### src/rtl/xs128_pkg.sv
// Shared types and constants for the xorshift128 bounded random block.
package xs128_pkg;

    typedef logic [31:0] t_word;

    localparam t_word START_X     = 32'd123456789;
    localparam t_word START_Y     = 32'd362436069;
    localparam t_word START_Z     = 32'd521288629;
    localparam t_word ZERO_SEED_W = 32'd88675123;
    localparam t_word RESET_SEED  = 32'hFFFF_FFFF;
    localparam t_word WORD_MAX    = 32'hFFFF_FFFF;

    localparam int SHIFT_A = 11;
    localparam int SHIFT_B = 19;
    localparam int SHIFT_C = 8;

    localparam logic OP_RAW     = 1'b0;
    localparam logic OP_BOUNDED = 1'b1;

    typedef enum logic [2:0] {
        ST_WARM,
        ST_IDLE,
        ST_SETUP,
        ST_LIMIT,
        ST_DRAW,
        ST_MOD,
        ST_FINISH,
        ST_DONE
    } t_state;

    // One xorshift128 step: returns the new fourth word.
    function automatic t_word xs_next(input t_word x, input t_word w);
        t_word t;
        t = x ^ (x << SHIFT_A);
        return (w ^ (w >> SHIFT_B)) ^ (t ^ (t >> SHIFT_C));
    endfunction

endpackage

### src/rtl/xs128_req_if.sv
// Request channel: valid/ready handshake with the draw request fields.
interface xs128_req_if;
    import xs128_pkg::*;

    logic         valid;
    logic         ready;
    logic         operation;
    logic signed [31:0] range_lower;
    logic signed [31:0] range_upper;
    logic         upper_inclusive;

    modport source (
        output valid, operation, range_lower, range_upper, upper_inclusive,
        input  ready
    );
    modport sink (
        input  valid, operation, range_lower, range_upper, upper_inclusive,
        output ready
    );
endinterface

### src/rtl/xs128_rsp_if.sv
// Response channel: valid/ready handshake with the draw result fields.
interface xs128_rsp_if;
    import xs128_pkg::*;

    logic         valid;
    logic         ready;
    t_word        raw_word;
    logic signed [31:0] bounded_value;

    modport source (
        output valid, raw_word, bounded_value,
        input  ready
    );
    modport sink (
        input  valid, raw_word, bounded_value,
        output ready
    );
endinterface

### src/rtl/xorshift128_bounded_random.sv
// Xorshift128 generator with raw and bounded (rejection sampled) integer draws.
// After reset or a seed write the block runs WARMUP_STEPS generator steps, one per cycle,
// and does not take requests meanwhile. A raw request goes through setup and one generator
// step to done, and waits there until the output register is free to take its result. A
// bounded request takes one pass of the shared bit-serial remainder unit for the rejection
// limit and one more for the draw modulo span, plus a redraw per rejected draw. An empty
// or wrapped range goes from setup straight to done; the next request is taken in idle.
// One request is in flight at a time; the next one is accepted while a result waits in
// the output register.
module xorshift128_bounded_random #(
    parameter int WARMUP_STEPS = 256
) (
    input  logic             i_clk,
    input  logic             i_rst_n,
    input  logic             i_seed_we,
    input  xs128_pkg::t_word i_seed_wdata,
    xs128_req_if.sink        i_req,
    xs128_rsp_if.source      o_rsp
);
    import xs128_pkg::*;

    localparam int CntW = (WARMUP_STEPS > 0) ? $clog2(WARMUP_STEPS + 1) : 1;

    t_state n_state, r_state;

    t_word r_x, r_y, r_z, r_w;
    logic [CntW-1:0] r_warm_cnt;

    // latched request
    logic  r_op;
    t_word r_lo, r_hi;
    logic  r_incl;

    t_word r_span, r_lim;

    // shared remainder unit
    t_word      r_rem, r_dvd;
    logic [4:0] r_div_cnt;

    t_word r_res_raw, r_res_val;

    logic  r_out_valid;
    t_word r_out_raw, r_out_val;

    // control strobes
    logic s_ready, s_step, s_div_step, s_out_load;

    t_word       w_new;
    t_word       span;
    logic        empty;
    logic        span_bad;
    logic [32:0] rem_sh, rem_diff;
    t_word       rem_n;
    logic        draw_ok;
    logic        out_free;

    assign w_new    = xs_next(r_x, r_w);
    assign span     = r_hi - r_lo + {31'd0, r_incl};
    assign empty    = $signed(r_lo) >= $signed(r_hi);
    assign span_bad = empty || (span == '0) || span[31];

    assign rem_sh   = {r_rem, r_dvd[31]};
    assign rem_diff = rem_sh - {1'b0, r_span};
    assign rem_n    = rem_diff[32] ? rem_sh[31:0] : rem_diff[31:0];

    assign draw_ok  = (r_op == OP_RAW) || (w_new < r_lim);
    assign out_free = !r_out_valid || o_rsp.ready;

    // next state
    always_comb begin
        n_state = r_state;
        unique case (r_state)
            ST_WARM:   if (r_warm_cnt == '0) n_state = ST_IDLE;
            ST_IDLE:   if (i_req.valid) n_state = ST_SETUP;
            ST_SETUP: begin
                if (r_op == OP_RAW) begin
                    n_state = ST_DRAW;
                end else if (span_bad) begin
                    n_state = ST_DONE;
                end else begin
                    n_state = ST_LIMIT;
                end
            end
            ST_LIMIT:  if (r_div_cnt == '0) n_state = ST_DRAW;
            ST_DRAW: begin
                if (draw_ok) n_state = (r_op == OP_RAW) ? ST_DONE : ST_MOD;
            end
            ST_MOD:    if (r_div_cnt == '0) n_state = ST_FINISH;
            ST_FINISH: n_state = ST_DONE;
            ST_DONE:   if (out_free) n_state = ST_IDLE;
            default:   n_state = ST_IDLE;
        endcase
    end

    // control outputs
    always_comb begin
        s_ready    = 1'b0;
        s_step     = 1'b0;
        s_div_step = 1'b0;
        s_out_load = 1'b0;
        unique case (r_state)
            ST_WARM:   s_step = (r_warm_cnt != '0);
            ST_IDLE:   s_ready = 1'b1;
            ST_LIMIT:  s_div_step = 1'b1;
            ST_DRAW:   s_step = 1'b1;
            ST_MOD:    s_div_step = 1'b1;
            ST_DONE:   s_out_load = out_free;
            default:   s_ready = 1'b0;
        endcase
    end

    assign i_req.ready = s_ready;

    always_ff @(posedge i_clk) begin
        if (!i_rst_n) begin
            r_state    <= ST_WARM;
            r_x        <= START_X;
            r_y        <= START_Y;
            r_z        <= START_Z;
            r_w        <= RESET_SEED;
            r_warm_cnt <= CntW'(WARMUP_STEPS);
        end else if (i_seed_we) begin
            r_state    <= ST_WARM;
            r_x        <= START_X;
            r_y        <= START_Y;
            r_z        <= START_Z;
            r_w        <= (i_seed_wdata != '0) ? i_seed_wdata : ZERO_SEED_W;
            r_warm_cnt <= CntW'(WARMUP_STEPS);
        end else begin
            r_state <= n_state;
            if (s_step) begin
                r_x <= r_y;
                r_y <= r_z;
                r_z <= r_w;
                r_w <= w_new;
            end
            if (r_state == ST_WARM && r_warm_cnt != '0) begin
                r_warm_cnt <= r_warm_cnt - 1'b1;
            end
        end
    end

    always_ff @(posedge i_clk) begin
        if (!i_rst_n) begin
            r_out_valid <= 1'b0;
        end else if (s_out_load) begin
            r_out_valid <= 1'b1;
        end else if (o_rsp.ready) begin
            r_out_valid <= 1'b0;
        end
    end

    // datapath (no reset needed)
    always_ff @(posedge i_clk) begin
        if (s_ready && i_req.valid) begin
            r_op   <= i_req.operation;
            r_lo   <= t_word'(i_req.range_lower);
            r_hi   <= t_word'(i_req.range_upper);
            r_incl <= i_req.upper_inclusive;
        end

        if (r_state == ST_SETUP) begin
            r_span    <= span;
            r_res_raw <= '0;
            r_res_val <= (r_op == OP_RAW) ? '0 : r_lo;
            // remainder unit computes WORD_MAX mod span
            r_rem     <= '0;
            r_dvd     <= WORD_MAX;
            r_div_cnt <= 5'd31;
        end

        if (s_div_step) begin
            r_rem     <= rem_n;
            r_dvd     <= {r_dvd[30:0], 1'b0};
            r_div_cnt <= r_div_cnt - 1'b1;
            if (r_state == ST_LIMIT && r_div_cnt == '0) begin
                r_lim <= ~rem_n;    // WORD_MAX - rem
            end
        end

        if (r_state == ST_DRAW && draw_ok) begin
            r_res_raw <= w_new;
            r_rem     <= '0;
            r_dvd     <= w_new;
            r_div_cnt <= 5'd31;
        end

        if (r_state == ST_FINISH) begin
            r_res_val <= r_lo + r_rem;
        end

        if (s_out_load) begin
            r_out_raw <= r_res_raw;
            r_out_val <= r_res_val;
        end
    end

    assign o_rsp.valid         = r_out_valid;
    assign o_rsp.raw_word      = r_out_raw;
    assign o_rsp.bounded_value = $signed(r_out_val);

`ifndef SYNTHESIS
    a_seed_restarts_warmup: assert property (@(posedge i_clk) disable iff (!i_rst_n)
        i_seed_we |=> (r_state == ST_WARM))
        else $error("seed write did not restart warm-up");

    a_span_valid: assert property (@(posedge i_clk) disable iff (!i_rst_n)
        (r_state == ST_LIMIT || r_state == ST_MOD) |-> (r_span != '0 && !r_span[31]))
        else $error("remainder unit running with an unusable span");

    a_rem_below_span: assert property (@(posedge i_clk) disable iff (!i_rst_n)
        (r_state == ST_FINISH) |-> (r_rem < r_span))
        else $error("remainder not below span");

    a_state_nonzero: assert property (@(posedge i_clk) disable iff (!i_rst_n)
        (r_x | r_y | r_z | r_w) != '0)
        else $error("generator state collapsed to zero");
`endif

endmodule
### src/flat_wrapper.sv
// flat-port wrapper written by rule: the top's interface ports become plain ports
module xorshift128_bounded_random_flat import xs128_pkg::*;
#(
    parameter int WARMUP_STEPS = 256
)
  (i_clk, i_rst_n, i_seed_we, i_seed_wdata, i_req_valid, i_req_operation, i_req_range_lower, i_req_range_upper, i_req_upper_inclusive, i_req_ready, o_rsp_valid, o_rsp_raw_word, o_rsp_bounded_value, o_rsp_ready);
  xs128_req_if i_req_i ();
  xs128_rsp_if o_rsp_i ();
  input  logic i_clk;
  input  logic i_rst_n;
  input  logic i_seed_we;
  input  xs128_pkg::t_word i_seed_wdata;
  input wire logic [$bits(i_req_i.valid)-1:0] i_req_valid;
  input wire logic [$bits(i_req_i.operation)-1:0] i_req_operation;
  input wire logic [$bits(i_req_i.range_lower)-1:0] i_req_range_lower;
  input wire logic [$bits(i_req_i.range_upper)-1:0] i_req_range_upper;
  input wire logic [$bits(i_req_i.upper_inclusive)-1:0] i_req_upper_inclusive;
  output wire logic [$bits(i_req_i.ready)-1:0] i_req_ready;
  output wire logic [$bits(o_rsp_i.valid)-1:0] o_rsp_valid;
  output wire logic [$bits(o_rsp_i.raw_word)-1:0] o_rsp_raw_word;
  output wire logic [$bits(o_rsp_i.bounded_value)-1:0] o_rsp_bounded_value;
  input wire logic [$bits(o_rsp_i.ready)-1:0] o_rsp_ready;
  assign i_req_i.valid = i_req_valid;
  assign i_req_i.operation = i_req_operation;
  assign i_req_i.range_lower = i_req_range_lower;
  assign i_req_i.range_upper = i_req_range_upper;
  assign i_req_i.upper_inclusive = i_req_upper_inclusive;
  assign i_req_ready = i_req_i.ready;
  assign o_rsp_valid = o_rsp_i.valid;
  assign o_rsp_raw_word = o_rsp_i.raw_word;
  assign o_rsp_bounded_value = o_rsp_i.bounded_value;
  assign o_rsp_i.ready = o_rsp_ready;
  xorshift128_bounded_random #(.WARMUP_STEPS(WARMUP_STEPS)) u_core (.i_clk(i_clk), .i_rst_n(i_rst_n), .i_seed_we(i_seed_we), .i_seed_wdata(i_seed_wdata), .i_req(i_req_i), .o_rsp(o_rsp_i));
endmodule
### config.mk
export PLATFORM = sky130hd
export DESIGN_NAME = xorshift128_bounded_random_flat
export DESIGN_NICKNAME = d
export VERILOG_FILES = /design/src/rtl/xs128_pkg.sv /design/src/rtl/xs128_req_if.sv /design/src/rtl/xs128_rsp_if.sv /design/src/rtl/xorshift128_bounded_random.sv /design/src/flat_wrapper.sv
export SDC_FILE = /design/constraint.sdc
export NUM_CORES = 1
export LEC_CHECK = 0
export BUFFER_PORTS_ARGS = -buffer_cell sky130_fd_sc_hd__buf_4
export CORE_MARGIN = 2
export CORE_UTILIZATION = 45
export CTS_CLUSTER_SIZE = 30
export DETAILED_ROUTE_END_ITERATION = 8
export GPL_TIMING_DRIVEN = 0
export PLACE_DENSITY = 0.71
export SYNTH_ARGS = -nofsm -noshare
export SYNTH_HDL_FRONTEND = slang
export SYNTH_SLANG_ARGS = --single-unit
export TNS_END_PERCENT = 100
### constraint.sdc
create_clock -name i_clk -period 7.3 [get_ports i_clk]
set_input_delay 1.825 -clock i_clk [delete_from_list [all_inputs] [get_ports i_clk]]
set_output_delay 1.825 -clock i_clk [all_outputs]
set_load 0.02 [all_outputs]
== Word level (Yosys, flattened, before mapping) ==
Cells that the tools add are included.

* Add/subtract/negate cells: 6
* Order comparisons: 2
* Equal/unequal tests: 13
* Muxes and demuxes: 31
* Bitwise gates (word level): 7
* Reduce and logical (&&, ||, !) cells: 25

{| class="wikitable"
|+ Operators by type and width
! cell !! number
|-
| 2-to-1 mux 32 bit || 13
|-
| XOR 32 bit || 2
|-
| subtractor 33 x 32 -> 33 bit || 1
|-
| adder 32 x 1 -> 32 bit || 1
|-
| adder 32 bit || 1
|-
| greater-or-equal comparator 32 bit || 1
|-
| zero test 32 bit || 1
|-
| less-than comparator 32 bit || 1
|-
| inverter 32 bit || 1
|-
| nonzero test 32 bit || 1
|-
| subtractor 32 bit || 1
|-
| XOR 32 x 13 -> 32 bit || 1
|-
| XOR 32 x 24 -> 32 bit || 1
|-
| 2-to-1 mux 3 bit || 8
|-
| case mux 3 bit (8 select lines) || 1
|-
| equality test 3 bit (second input constant) || 4
|-
| 2-to-1 mux 5 bit || 2
|-
| != test 2 x 1 -> 1 bit (second input constant) || 5
|-
| nonzero test 2 bit || 5
|-
| zero test 9 bit || 1
|-
| nonzero test 9 bit || 1
|-
| subtractor 9 x 1 -> 9 bit (second input constant) || 1
|-
| equality test 3 x 2 -> 1 bit (second input constant) || 2
|-
| AND reduction 6 bit || 1
|-
| other kinds (15) || 27
|}

* Register bits after elaboration: 468
* Bits of input ports: 103
* Output and inout port bits: 66
* Logic and storage cells: 104

== Depth between registers and ports, before layout ==
Gate-level depths: netlist of the first run.

* Depth after elaboration: 8
* Gate-level depth with buffers: 16
* Depth with buffers taken out: 16

== Least setup slack after synthesis of the first run ==
OpenSTA, ideal clock, no wires.

* Path kind: input to register
* Start point: input o_rsp_ready
* End point: register u_core.r_out_val[0], in the netlist u_core.o_rsp.bounded_value[0] (enable)
* Setup time: 486 ps
* Arrival: 4578 ps
* Required time: 6814 ps
* Slack: 2236 ps
* Stages on the path: 2
* Path buffers: 0
* Path through: nor2b_1 > nor2_1

* Longest elaborated chain between the ends: 2

{| class="wikitable"
|+ Ends and longest elaborated chain
! item !! RTL line !! text
|-
| start: declaration || flat_wrapper.sv:22 || <nowiki>input wire logic [$bits(o_rsp_i.ready)-1:0] o_rsp_ready;</nowiki>
|-
| logical OR 1 bit || xorshift128_bounded_random.sv:67 || <nowiki>assign out_free = !r_out_valid || o_rsp.ready;</nowiki>
|-
| 2-to-1 mux 1 bit || xorshift128_bounded_random.sv:101 || <nowiki>unique case (r_state)</nowiki>
|-
| named net u_core.s_out_load || xorshift128_bounded_random.sv:46 || <nowiki>logic s_ready, s_step, s_div_step, s_out_load;</nowiki>
|-
| end signal: assignment || xorshift128_bounded_random.sv:194 || <nowiki>r_out_val <= r_res_val;</nowiki>
|-
| end: declaration || xorshift128_bounded_random.sv:43 || <nowiki>t_word r_out_raw, r_out_val;</nowiki>
|}

The timed path passes the listed nets, and every way through them passes these cells.
A chain may end at the register's enable or synchronous reset.

== Worst setup path after layout of the first run ==
* Start point: register u_core.r_x[17]
* End point: register u_core.r_dvd[17] (enable)

* Longest elaborated chain between the ends: 7

{| class="wikitable"
|+ Ends and longest elaborated chain
! item !! RTL line !! text
|-
| start: declaration || xorshift128_bounded_random.sv:26 || <nowiki>t_word r_x, r_y, r_z, r_w;</nowiki>
|-
| start signal: assignment || xorshift128_bounded_random.sv:132 || <nowiki>r_x <= r_y;</nowiki>
|-
| XOR 32 bit || xs128_pkg.sv:34 || <nowiki>t = x ^ (x << SHIFT_A);</nowiki>
|-
| XOR 32 x 24 -> 32 bit || xs128_pkg.sv:35 || <nowiki>return (w ^ (w >> SHIFT_B)) ^ (t ^ (t >> SHIFT_C));</nowiki>
|-
| XOR 32 bit || xs128_pkg.sv:35 ||
|-
| named net u_core.w_new[9] || xorshift128_bounded_random.sv:48 || <nowiki>t_word w_new;</nowiki>
|-
| less-than comparator 32 bit || xorshift128_bounded_random.sv:66 || <nowiki>assign draw_ok = (r_op == OP_RAW) || (w_new < r_lim);</nowiki>
|-
| logical OR 1 bit || xorshift128_bounded_random.sv:66 ||
|-
| logical AND 1 bit || xorshift128_bounded_random.sv:181 || <nowiki>if (r_state == ST_DRAW && draw_ok) begin</nowiki>
|-
| nonzero test 3 bit (no source line) || - ||
|-
| end signal: assignment || xorshift128_bounded_random.sv:174 || <nowiki>r_dvd <= {r_dvd[30:0], 1'b0};</nowiki>
|-
| end signal: assignment || xorshift128_bounded_random.sv:184 || <nowiki>r_dvd <= w_new;</nowiki>
|-
| end: declaration || xorshift128_bounded_random.sv:37 || <nowiki>t_word r_rem, r_dvd;</nowiki>
|}

The timed path passes the listed nets, and every way through them passes these cells.

==> reports/metrics.yaml, run 1 <==
grt:
  globalRouteOverflowTotal: 0
  antenna_found_initial: 0
  grt_usage: 0.231
  use_met1: 0.313
  met2_usage: 0.375
  grt_pass1_vias: 17997
  met3_usage: 0.0355
  top_usage_layer: "met2"
  grt_max_degree: 48
  grt_pass1_wl_um: 101000
finish:
  instances_no_fill: 3373
  fin_nets: 2928
  drive_gt1_frac: 0.106
  syn_to_final_growth_pct: 16.4
  diodes: 0
clock_tree:
  path_clk_slew_ps: 60
  root_buffer: "clkbuf_16"
  post_cts_buffers: 0
  cts_buffer_depth: 3
  clkLatencyLatePin_ps: 620
  cts_resized: 0
  cts_made_buffers: 51
  postCtsHoldBufs: 0
  cts.sinks: 468
  h-tree-depth: 2
  cts_tree: "built"
critical_path:
  critPathArrivalTime_ps: 5760
  slowest_delay_ps: 1000
  crit_buf_inv: 2
  critical_path_required_ps: 7490
  cp_top_family: "compound AO/OA/AOI/OAI gates"
  cpMaxStageDelayCell: "inv_1"
  worstSetupPathType: "reg -> reg"
  start_kind: "flip-flop"
  cp_cell_sequence: "xor2_1 -> xnor2_1 -> xnor2_1 -> inv_1 -> ha_1 -> a211oi_1 -> o21ai_0 -> o211ai_1 -> a21oi_1 -> o31ai_1 -> a31oi_1 -> o211a_1 -> nor2_1 -> nor2_1 -> inv_1"
  cp-end-kind: "flip-flop"
  critPathMaxFanout: 33
logic_synthesis:
  yosysSeqAreaShare: 0.502
  yosys.area.top_type: "edfxtp_1"
  synth.most_common_cell: "edfxtp_1"
  synth_cell_type_count: 76
  syn_area_um2: 24500
  async_flop_share: 0
  syn_inst: 2408
  synth.area.top_cells: "edfxtp_1, dfxtp_1, ha_1"
  synth_commonest_cells: "edfxtp_1, nand2_1, inv_1, ha_1, a21oi_1"
  ys.flop_type: "edfxtp_1"
  synth_edf_count: 290
  synth.yosys.warnings: 0
  synth_seq_cells: 468
  netlist.area_leader.share: 0.356
  avgSynthCellArea_um2: 10.2
  synth_nets: 2701
timing:
  clock_skew_ps: 39.0
  timing.fmax_mhz: 180
  slew_violations: 0
  setup-tns-final_ps: 0
  rsz0062_at_grt: "false"
  fin_crit_sh: 0.762
  worst_slew_pin_slew_ps: 1300
  hold_viol: 0
  min_period_ps: 5560
  holdWs_ps: 412
  slew_headroom: 0.132
  setup_viol: 0
placement:
  placed_cells: 3277
  io_buffers: 167
  place_hpwl_um: 50600
  place.gp.congestion: 0.997
routing:
  wl_um: 66100
  routed_via_density: 5.57
  drc: 0
  drtIter0Drc: 1665
  vias: 18792
  wl_per_cell_um: 19.6
  antenna_left: 0
  first_pass_iters: 5
power:
  p_per_area_nw_per_um2: 230
  p_leak_nw: 12.0
  ir_worst_vdd_v: 0.000194
floorplan:
  core-area_um2: 53800
  fp-row-count: 85
  die_w_um: 237
  start_util: 0.455
  die-area_um2: 56200
  fp.dieH_um: 237
  ioPinCount: 169
run:
  max_cap_violations: 0
hold_path:
  hold_path_class: "reg -> reg"
run_status:
  status: "finished, final reports clean"
worst register-to-register path: cells and delay by family, from the launching register on:
family | cells | cell delay (ps)
AOI/OAI and AO/OA | 7 | 1280
xor gates and xnor gates | 3 | 1170
buffers and inverters | 2 | 1120
and+or+nand+nor | 2 | 790
DFF | 1 | 430
adders and majority gates | 1 | 330
cells by family after synthesis:
family	Yosys count	synth area share
simple gates	707	0.132
mux	47	0.0193
xor+xnor	201	0.0720
compound gates	506	0.131
fa+ha+maj	197	0.101
flops	468	0.502
buf+inv	282	0.0434
sequential cells by signal (all words and copies together) (netlist names), 3 cells and up:
name	cells
u_core.o_rsp.bounded_value	32
u_core.o_rsp.raw_word	32
u_core.r_div_cnt	5
u_core.r_dvd	32
u_core.r_hi	32
u_core.r_lim	32
u_core.r_lo	32
u_core.r_rem	32
u_core.r_res_raw	32
u_core.r_res_val	32
u_core.r_span	32
u_core.r_state	3
u_core.r_w	32
u_core.r_warm_cnt	9
u_core.r_x	32
u_core.r_y	32
u_core.r_z	32
report_power, final:
part	switching (W)	total, W	internal [W]
clock	0.00108	0.00263	0.00155
sequential	0.000104	0.00299	0.00289
combinational	0.000591	0.000922	0.000331
path summary, 6_finish.rpt:
| kind | start | end | slack [ps] | depth (start not counted) |
|---|---|---|---|---|
| setup reg to reg | u_core.r_x[17]$_SDFFE_PP1P_ | u_core.r_dvd[17]$_DFFE_PP_ | 1740 | 15 |
| hold / removal | u_core.r_res_val[23]$_DFFE_PP_ | u_core.o_rsp.bounded_value[23]$_DFFE_PP_ | 410 | 0 |
| hold reg to reg | u_core.r_res_val[23]$_DFFE_PP_ | u_core.o_rsp.bounded_value[23]$_DFFE_PP_ | 410 | 0 |
| setup / recovery | u_core.r_x[17]$_SDFFE_PP1P_ | u_core.r_dvd[17]$_DFFE_PP_ | 1740 | 15 |
per-layer routing:
metal  part of all wire  vias up
li1                   -     8986
met1               0.43     8911
met2               0.46      764
met3              0.073      131
met4              0.037        0
met5                  0        -
layout by cell type (no fill, tap or decap), drive strengths merged, types with 14 or more instances in the layout:
| cell type | count |
|---|---|
| edfxtp | 290 |
| nand2 | 273 |
| inv | 198 |
| ha | 187 |
| a21oi | 186 |
| buf | 183 |
| dfxtp | 178 |
| nor2 | 158 |
| clkbuf | 150 |
| xnor2 | 131 |
| nand3 | 110 |
| o21ai | 95 |
| xor2 | 70 |
| mux2i | 45 |
| a21o | 43 |
| o2bb2ai | 30 |
| nor3 | 29 |
| nor2b | 21 |
| nand2b | 18 |
| or3 | 15 |
| o31ai | 15 |
| a31oi | 15 |
| clkinv | 15 |
| a211oi | 14 |
| nor4 | 14 |
cell type report:
| cell class | instances | area [um2] |
|---|---|---|
| Fill cell | 4730 | 25400 |
| Inverter | 194 | 728 |
| Clock inverter | 24 | 225 |
| Timing Repair Buffer | 174 | 1380 |
| Buffer | 88 | 334 |
| Sequential cell | 468 | 12300 |
| Clock buffer | 71 | 1500 |
| Multi-Input combinational cell | 1658 | 11100 |
| Tap cell | 696 | 871 |
per-stage QoR:
step	instance area (um2)	setup slack (ps)	util	power, W
CTS	28400	1700	0.528	0.00658
global route	28500	1460	0.529	0.00678
detailed placement	26700	1670	0.496	0.00395
finish	28500	1740	0.529	0.00654
global placement	26600	585	0.494	0.00392
floorplan	24500	2240	-	0.00358
No activity file was read; power rests on OpenSTA's default activity.
==> run 2, diff against run 1 <==
--- a/config.mk
+++ b/config.mk
@@ -11,7 +11,7 @@
 export CTS_CLUSTER_SIZE = 30
 export DETAILED_ROUTE_END_ITERATION = 8
 export GPL_TIMING_DRIVEN = 0
-export PLACE_DENSITY = 0.71
+export PLACE_DENSITY = 0.74
 export SYNTH_ARGS = -nofsm -noshare
 export SYNTH_HDL_FRONTEND = slang
 export SYNTH_SLANG_ARGS = --single-unit
==> constraint.sdc (replaced) <==
create_clock -name i_clk -period 5 [get_ports i_clk]
set_input_delay 1.25 -clock i_clk [delete_from_list [all_inputs] [get_ports i_clk]]
set_output_delay 1.25 -clock i_clk [all_outputs]
set_load 0.02 [all_outputs]
==> reports/metrics.yaml, run 2 (same netlist as run 1, synthesis figures left out) <==
routing:
  first_pass_iters: 5  # unchanged
  routed_via_density: 5.49  # -1.5%
  drc: 0  # unchanged
  wl_per_cell_um: 20.4  # +4.3%
  antenna_left: 0  # unchanged
  drtIter0Drc: 1639  # -1.6%
  wl_um: 69000  # +4.5%
  vias: 18536  # -1.4%
clock_tree:
  cts_buffer_depth: 3  # unchanged
  h-tree-depth: 2  # unchanged
  postCtsHoldBufs: 0  # unchanged
  cts_made_buffers: 51  # unchanged
  cts.sinks: 468  # unchanged
  root_buffer: "clkbuf_16"
  clkLatencyLatePin_ps: 610  # about the same
  cts_tree: "built"
  path_clk_slew_ps: 70  # about the same
hold_path:
  min_path_cells: 0  # unchanged
  hold_path_class: "reg -> reg"
floorplan:
  die-area_um2: 56200  # unchanged
  fp-row-count: 85  # unchanged
  ioPinCount: 169  # unchanged
  die_w_um: 237  # unchanged
  core-area_um2: 53800  # unchanged
  fp.dieH_um: 237  # unchanged
  start_util: 0.455  # unchanged
critical_path:
  critPathArrivalTime_ps: 5110  # -650 ps
  critPathMostFrequentCell: "clkbuf_1"
  cp-end-kind: "flip-flop"
  reg2reg_to: "u_core.r_res_raw[25]$_SDFFCE_PN0P_"
  cp-startpoint: "u_core.r_x[12]$_SDFFE_PP0P_"
  cpMaxStageDelayCell: "xnor2_2"
  critical_path_required_ps: 5330  # -2160 ps
  endpoint: "u_core.r_res_raw[25]$_SDFFCE_PN0P_"
  rrSetupSlack_ps: 220  # -1520 ps
  start_kind: "flip-flop"
  cp_cell_sequence: "xor2_1 -> xnor2_1 -> xnor2_2 -> inv_1 -> ha_1 -> nand4_1 -> a211oi_1 -> o31ai_1 -> a31oi_1 -> o211a_1 -> or2_2 -> clkbuf_1 -> clkbuf_1 -> nor2_1"
  critPathMaxFanout: 10  # -70%
  worstSetupPathType: "reg -> reg"
  r2r_cells: 14  # -1
  slowest_delay_ps: 560  # -440 ps
  timing.rr.start: "u_core.r_x[12]$_SDFFE_PP0P_"
grt:
  globalRouteOverflowTotal: 0  # unchanged
  antenna_found_initial: 0  # unchanged
  grt_max_degree: 48  # unchanged
  grt_pass1_wl_um: 105000  # +3.3%
  grt_pass1_vias: 18025  # +0.16%
  grt_usage: 0.243  # +0.0115
run_status:
  status: "finished, final reports clean"
timing:
  fin_crit_sh: 0.956  # +0.194
  slew_violations: 0  # unchanged
  worst_slack_ps: 219  # -1520 ps
  clock_skew_ps: 21.1  # -17.9 ps
  slew_headroom: 0.330  # +0.198
  hold_viol: 0  # unchanged
  timing.fmax_mhz: 209  # +16%
  min_period_ps: 4780  # -782 ps
  setup_viol: 0  # unchanged
  rsz0062_at_grt: "false"
  worst_slew_pin_slew_ps: 996  # -305 ps
finish:
  filler_cell_count: 4791  # +1.3%
  instances_no_fill: 3378  # +0.15%
  syn_to_final_growth_pct: 16.9
  fin_nets: 2933  # +0.17%
  layout_commonest_cell: "edfxtp_1"
  diodes: 0  # unchanged
  final_cell_mix: "edfxtp_1, nand2_1, inv_1, ha_1, a21oi_1"
  drive_gt1_frac: 0.113  # +0.00614
run:
  max_cap_violations: 0  # unchanged
placement:
  io_buffers: 167  # unchanged
  place_hpwl_um: 53500  # +5.7%
  placed_cells: 3277  # unchanged
  post-place-ws_ps: -616  # -2290 ps
  place.gp.congestion: 0.930  # -6.7%
power:
  ir_worst_vdd_v: 0.000256  # +32%
  p_per_area_nw_per_um2: 338  # +47%
  p_leak_nw: 12.1  # +0.33%
-- run 2: worst min path at each step --
| stage | startpoint | endpoint | slack [ps] |
|---|---|---|---|
| finish | u_core.r_res_val[20]$_DFFE_PP_ | u_core.o_rsp.bounded_value[20]$_DFFE_PP_ | 410 |
| global route | u_core.r_res_val[20]$_DFFE_PP_ | u_core.o_rsp.bounded_value[20]$_DFFE_PP_ | 420 |
| CTS | u_core.r_res_val[20]$_DFFE_PP_ | u_core.o_rsp.bounded_value[20]$_DFFE_PP_ | 400 |
| detailed placement | u_core.r_res_val[24]$_DFFE_PP_ | u_core.o_rsp.bounded_value[24]$_DFFE_PP_ | 400 |
| global placement | u_core.r_res_raw[10]$_SDFFCE_PN0P_ | u_core.o_rsp.raw_word[10]$_DFFE_PP_ | 410 |
| floorplan | u_core.r_res_val[0]$_DFFE_PP_ | u_core.o_rsp.bounded_value[0]$_DFFE_PP_ | 400 |
-- run 2: worst max-delay path: cells and delay by family (launching register included) --
| family | cells | cell delay, ps |
|---|---|---|
| compound gates | 4 | 1050 |
| buf+inv | 3 | 1040 |
| xor+xnor | 3 | 1190 |
| simple gates | 3 | 360 |
| flops | 1 | 520 |
| fa+ha+maj | 1 | 340 |
-- run 2: cell type report --
cell class	count	area [um2]	share of cell area
Sequential cell	468	12300	0.429
Clock buffer	66	1410	0.0493
Multi-Input combinational cell	1658	11200	0.392
Buffer	88	337	0.0118
Tap cell	696	871	0.0304
Timing Repair Buffer	177	1410	0.0492
Timing Repair inverter	2	15.0	0.000525
Inverter	194	736	0.0257
Clock inverter	29	332	0.0116
-- run 2: per-layer routing --
metal | up-vias | GRT usage | share of wire
li1 | 8995 | - | -
met1 | 8796 | 0.340 | 0.45
met3 | 115 | 0.0317 | 0.062
met4 | 0 | 0.0930 | 0.036
met2 | 630 | 0.384 | 0.45
met5 | - | 0 | 0
-- run 2: power by group --
part / total (W) / switching, W / leakage (nW) / internal [W]
clock network: 0.00391 / 0.00160 / 0.851 / 0.00231
logic: 0.00137 / 0.000871 / 7.15 / 0.000501
registers: 0.00438 / 0.000162 / 4.09 / 0.00422
-- run 2: stage by stage --
step	power, W	TNS [ps]	util	hold slack [ps]	area (um2)
6_report	0.00966	0	0.531	405	28600
5_1_grt	0.0100	0	0.531	418	28600
4_1_cts	0.00969	0	0.530	403	28500
3_5_place_dp	0.00578	-35460	0.496	405	26700
3_3_place_gp	0.00575	-122780	0.494	406	26600
2_1_floorplan	0.00523	0	-	400	24500
-- run 2: what timing repair did --
action / CTS / global route
endpoints found under the setup margin: 66 / 67
resized for setup: 12 / 6
gates cloned: 1 / 1
buffers inserted: 0 / 3
==> run 3, diff against run 2 <==
--- a/config.mk
+++ b/config.mk
@@ -5,13 +5,14 @@
 export SDC_FILE = /design/constraint.sdc
 export NUM_CORES = 1
 export LEC_CHECK = 0
-export BUFFER_PORTS_ARGS = -buffer_cell sky130_fd_sc_hd__buf_4
 export CORE_MARGIN = 2
 export CORE_UTILIZATION = 45
 export CTS_CLUSTER_SIZE = 30
 export DETAILED_ROUTE_END_ITERATION = 8
+export DONT_BUFFER_PORTS = 1
 export GPL_TIMING_DRIVEN = 0
-export PLACE_DENSITY = 0.74
+export MAX_ROUTING_LAYER = met4
+export PLACE_DENSITY_LB_ADDON = 0.05
 export SYNTH_ARGS = -nofsm -noshare
 export SYNTH_HDL_FRONTEND = slang
 export SYNTH_SLANG_ARGS = --single-unit
==> reports/metrics.yaml, run 3 (same netlist as run 1, synthesis figures left out) <==
clock_tree:
  path_clk_slew_ps: 60  # about the same
  cts_tree: "built"
  cts_buffer_depth: 3  # unchanged
  postCtsHoldBufs: 0  # unchanged
  root_buffer: "clkbuf_16"
  cts_made_buffers: 53  # +3.9%
  clkLatencyLatePin_ps: 620  # about the same
  cts.sinks: 468  # unchanged
  h-tree-depth: 2  # unchanged
floorplan:
  die-area_um2: 56200  # unchanged
  fp-row-count: 85  # unchanged
  core-area_um2: 53800  # unchanged
  fp.dieH_um: 237  # unchanged
  start_util: 0.455  # unchanged
  ioPinCount: 169  # unchanged
  die_w_um: 237  # unchanged
timing:
  holdWs_ps: 414  # +8.52 ps
  setup_viol: 0  # unchanged
  timing.fmax_mhz: 211  # +1.0%
  worst_slew_pin_slew_ps: 1340  # +345 ps
  slew_violations: 0  # unchanged
  setup-tns-final_ps: 0  # unchanged
  min_period_ps: 4730  # -47.9 ps
  fin_crit_sh: 0.947  # -0.00958
  clock_skew_ps: 29.3  # +8.17 ps
  slew_headroom: 0.0977  # -0.232
  rsz0062_at_grt: "false"
  hold_viol: 0  # unchanged
run:
  max_cap_violations: 0  # unchanged
power:
  seq_power_share: 0.454  # about the same
  p_sw_frac: 0.276  # +0.00405
  p_leak_nw: 11.3  # -6.2%
  p_per_area_nw_per_um2: 352  # +4.4%
  p_int_w: 0.00699  # -0.52%
  ir_worst_vdd_v: 0.000293  # +15%
  power_w: 0.00966  # about the same
  clockPowerShare: 0.410  # +0.005
  p_sw_w: 0.00267  # +1.5%
  pwr-share-comb: 0.135  # -0.007
critical_path:
  start_kind: "flip-flop"
  cp-end-kind: "flip-flop"
  critPathMaxFanout: 16  # +6
  critPathArrivalTime_ps: 5030  # -80 ps
  worstSetupPathType: "reg -> reg"
  critical_path_required_ps: 5300  # -30 ps
  rrSetupSlack_ps: 270  # +50 ps
grt:
  grt_usage: 0.249  # +0.00635
  globalRouteOverflowTotal: 0  # unchanged
  antenna_found_initial: 0  # unchanged
  grt_pass1_wl_um: 103000  # -1.6%
  grt_max_degree: 67  # +40%
  grt_pass1_vias: 17390  # -3.5%
run_status:
  status: "finished, final reports clean"
finish:
  instances_no_fill: 3214  # -4.9%
  layout_commonest_cell: "edfxtp_1"
  diodes: 0  # unchanged
  register_area_um2: 12300  # unchanged
  drive_gt1_frac: 0.0576  # -0.0550
  multi_input_area_um2: 11200  # about the same
  filler_cell_count: 4949  # +3.3%
  final_cell_mix: "edfxtp_1, nand2_1, inv_1, ha_1, a21oi_1"
  fin_nets: 2768  # -5.6%
  syn_to_final_growth_pct: 12.0
  final_area_um2: 27400  # -4.2%
placement:
  dpl-instance-area_um2: 25400  # -4.7%
  io_buffers: 0  # -100%
  placed_cells: 3109  # -5.1%
  place.gp.congestion: 0.960  # +3.2%
  place_hpwl_um: 52800  # -1.3%
routing:
  first_pass_iters: 5  # unchanged
  antenna_left: 0  # unchanged
  wl_per_cell_um: 21.3  # +4.4%
  vias: 17693  # -4.5%
  wl_um: 68600  # -0.63%
  routed_via_density: 5.50  # +0.32%
  drc: 0  # unchanged
  drtIter0Drc: 1112  # -32%
hold_path:
  hold_path_class: "reg -> reg"
-- run 3: cell count changes in the layout (fill, tap and decap cells not counted), moves of 3 or more --
cell | before | now
clkbuf_8 | 3 | 7
buf_4 | 170 | 6
clkbuf_16 | 53 | 56
clkinv_2 | 9 | 14
buf_12 | 4 | 1
clkinv_1 | 7 | 1
bufinv_16 | 6 | 3
-- run 3: metrics by stage --
step | utilization | setup WS (ps)
3_3_place_gp | 0.471 | -1600
3_5_place_dp | 0.473 | -1100
4_1_cts | 0.509 | 85.4
5_1_grt | 0.509 | 12.2
2_1_floorplan | - | 511
6_report | 0.509 | 267
-- run 3: power groups by stage --
stage               clock, W  combinational, W  sequential, W
floorplan                  0          0.000845        0.00438
global placement           0           0.00124        0.00446
detailed placement         0           0.00127        0.00446
CTS                  0.00405           0.00130        0.00438
global route         0.00420           0.00143        0.00440
finish               0.00396           0.00131        0.00439
-- run 3: worst paths after layout --
path	startpoint	to	cells after the start
worst max-delay path	u_core.r_x[13]$_SDFFE_PP0P_	u_core.r_res_raw[9]$_SDFFCE_PN0P_	16
worst min-delay path	u_core.r_res_raw[9]$_SDFFCE_PN0P_	u_core.o_rsp.raw_word[9]$_DFFE_PP_	0
worst max register to register	u_core.r_x[13]$_SDFFE_PP0P_	u_core.r_res_raw[9]$_SDFFCE_PN0P_	16
worst min register to register	u_core.r_res_raw[9]$_SDFFCE_PN0P_	u_core.o_rsp.raw_word[9]$_DFFE_PP_	0
-- run 3: metal layers --
layer  vias up  share of wire  track usage
li1       8653              -            -
met1      8466           0.44        0.314
met2       465           0.48        0.413
met3       109          0.044       0.0319
met4         0          0.036       0.0913
met5         -              0            -
-- run 3: timing repair --
action,4_1_cts,5_1_grt
setup buffers,3,2
gates cloned,2,0
endpoints found under the hold margin,0,0
resized for setup,14,5
pin swaps,0,1
setup endpoints to repair,126,49
-- run 3: layout make-up --
class	instances	area share
Buffer	88	0.0124
Tap cell	696	0.0318
Clock inverter	27	0.0102
Multi-Input combinational cell	1658	0.410
Sequential cell	468	0.448
Clock buffer	71	0.0557
Timing Repair inverter	2	0.000548
Inverter	194	0.0268
Timing Repair Buffer	10	0.00479
-- run 3: worst max-delay path, cell delays in order (launching register included) --
cell and delay, ps:
dfxtp_1 530, xor2_1 300, xnor2_1 160, xnor2_2 420, inv_1 100, ha_1 310, a21o_1 160, a21o_1 170
a21oi_1 170, a211oi_1 110, o31ai_1 320, a31oi_1 210, o211a_1 310, nor2_2 420, nor2_1 300, clkinvlp_4 140
buf_4 250
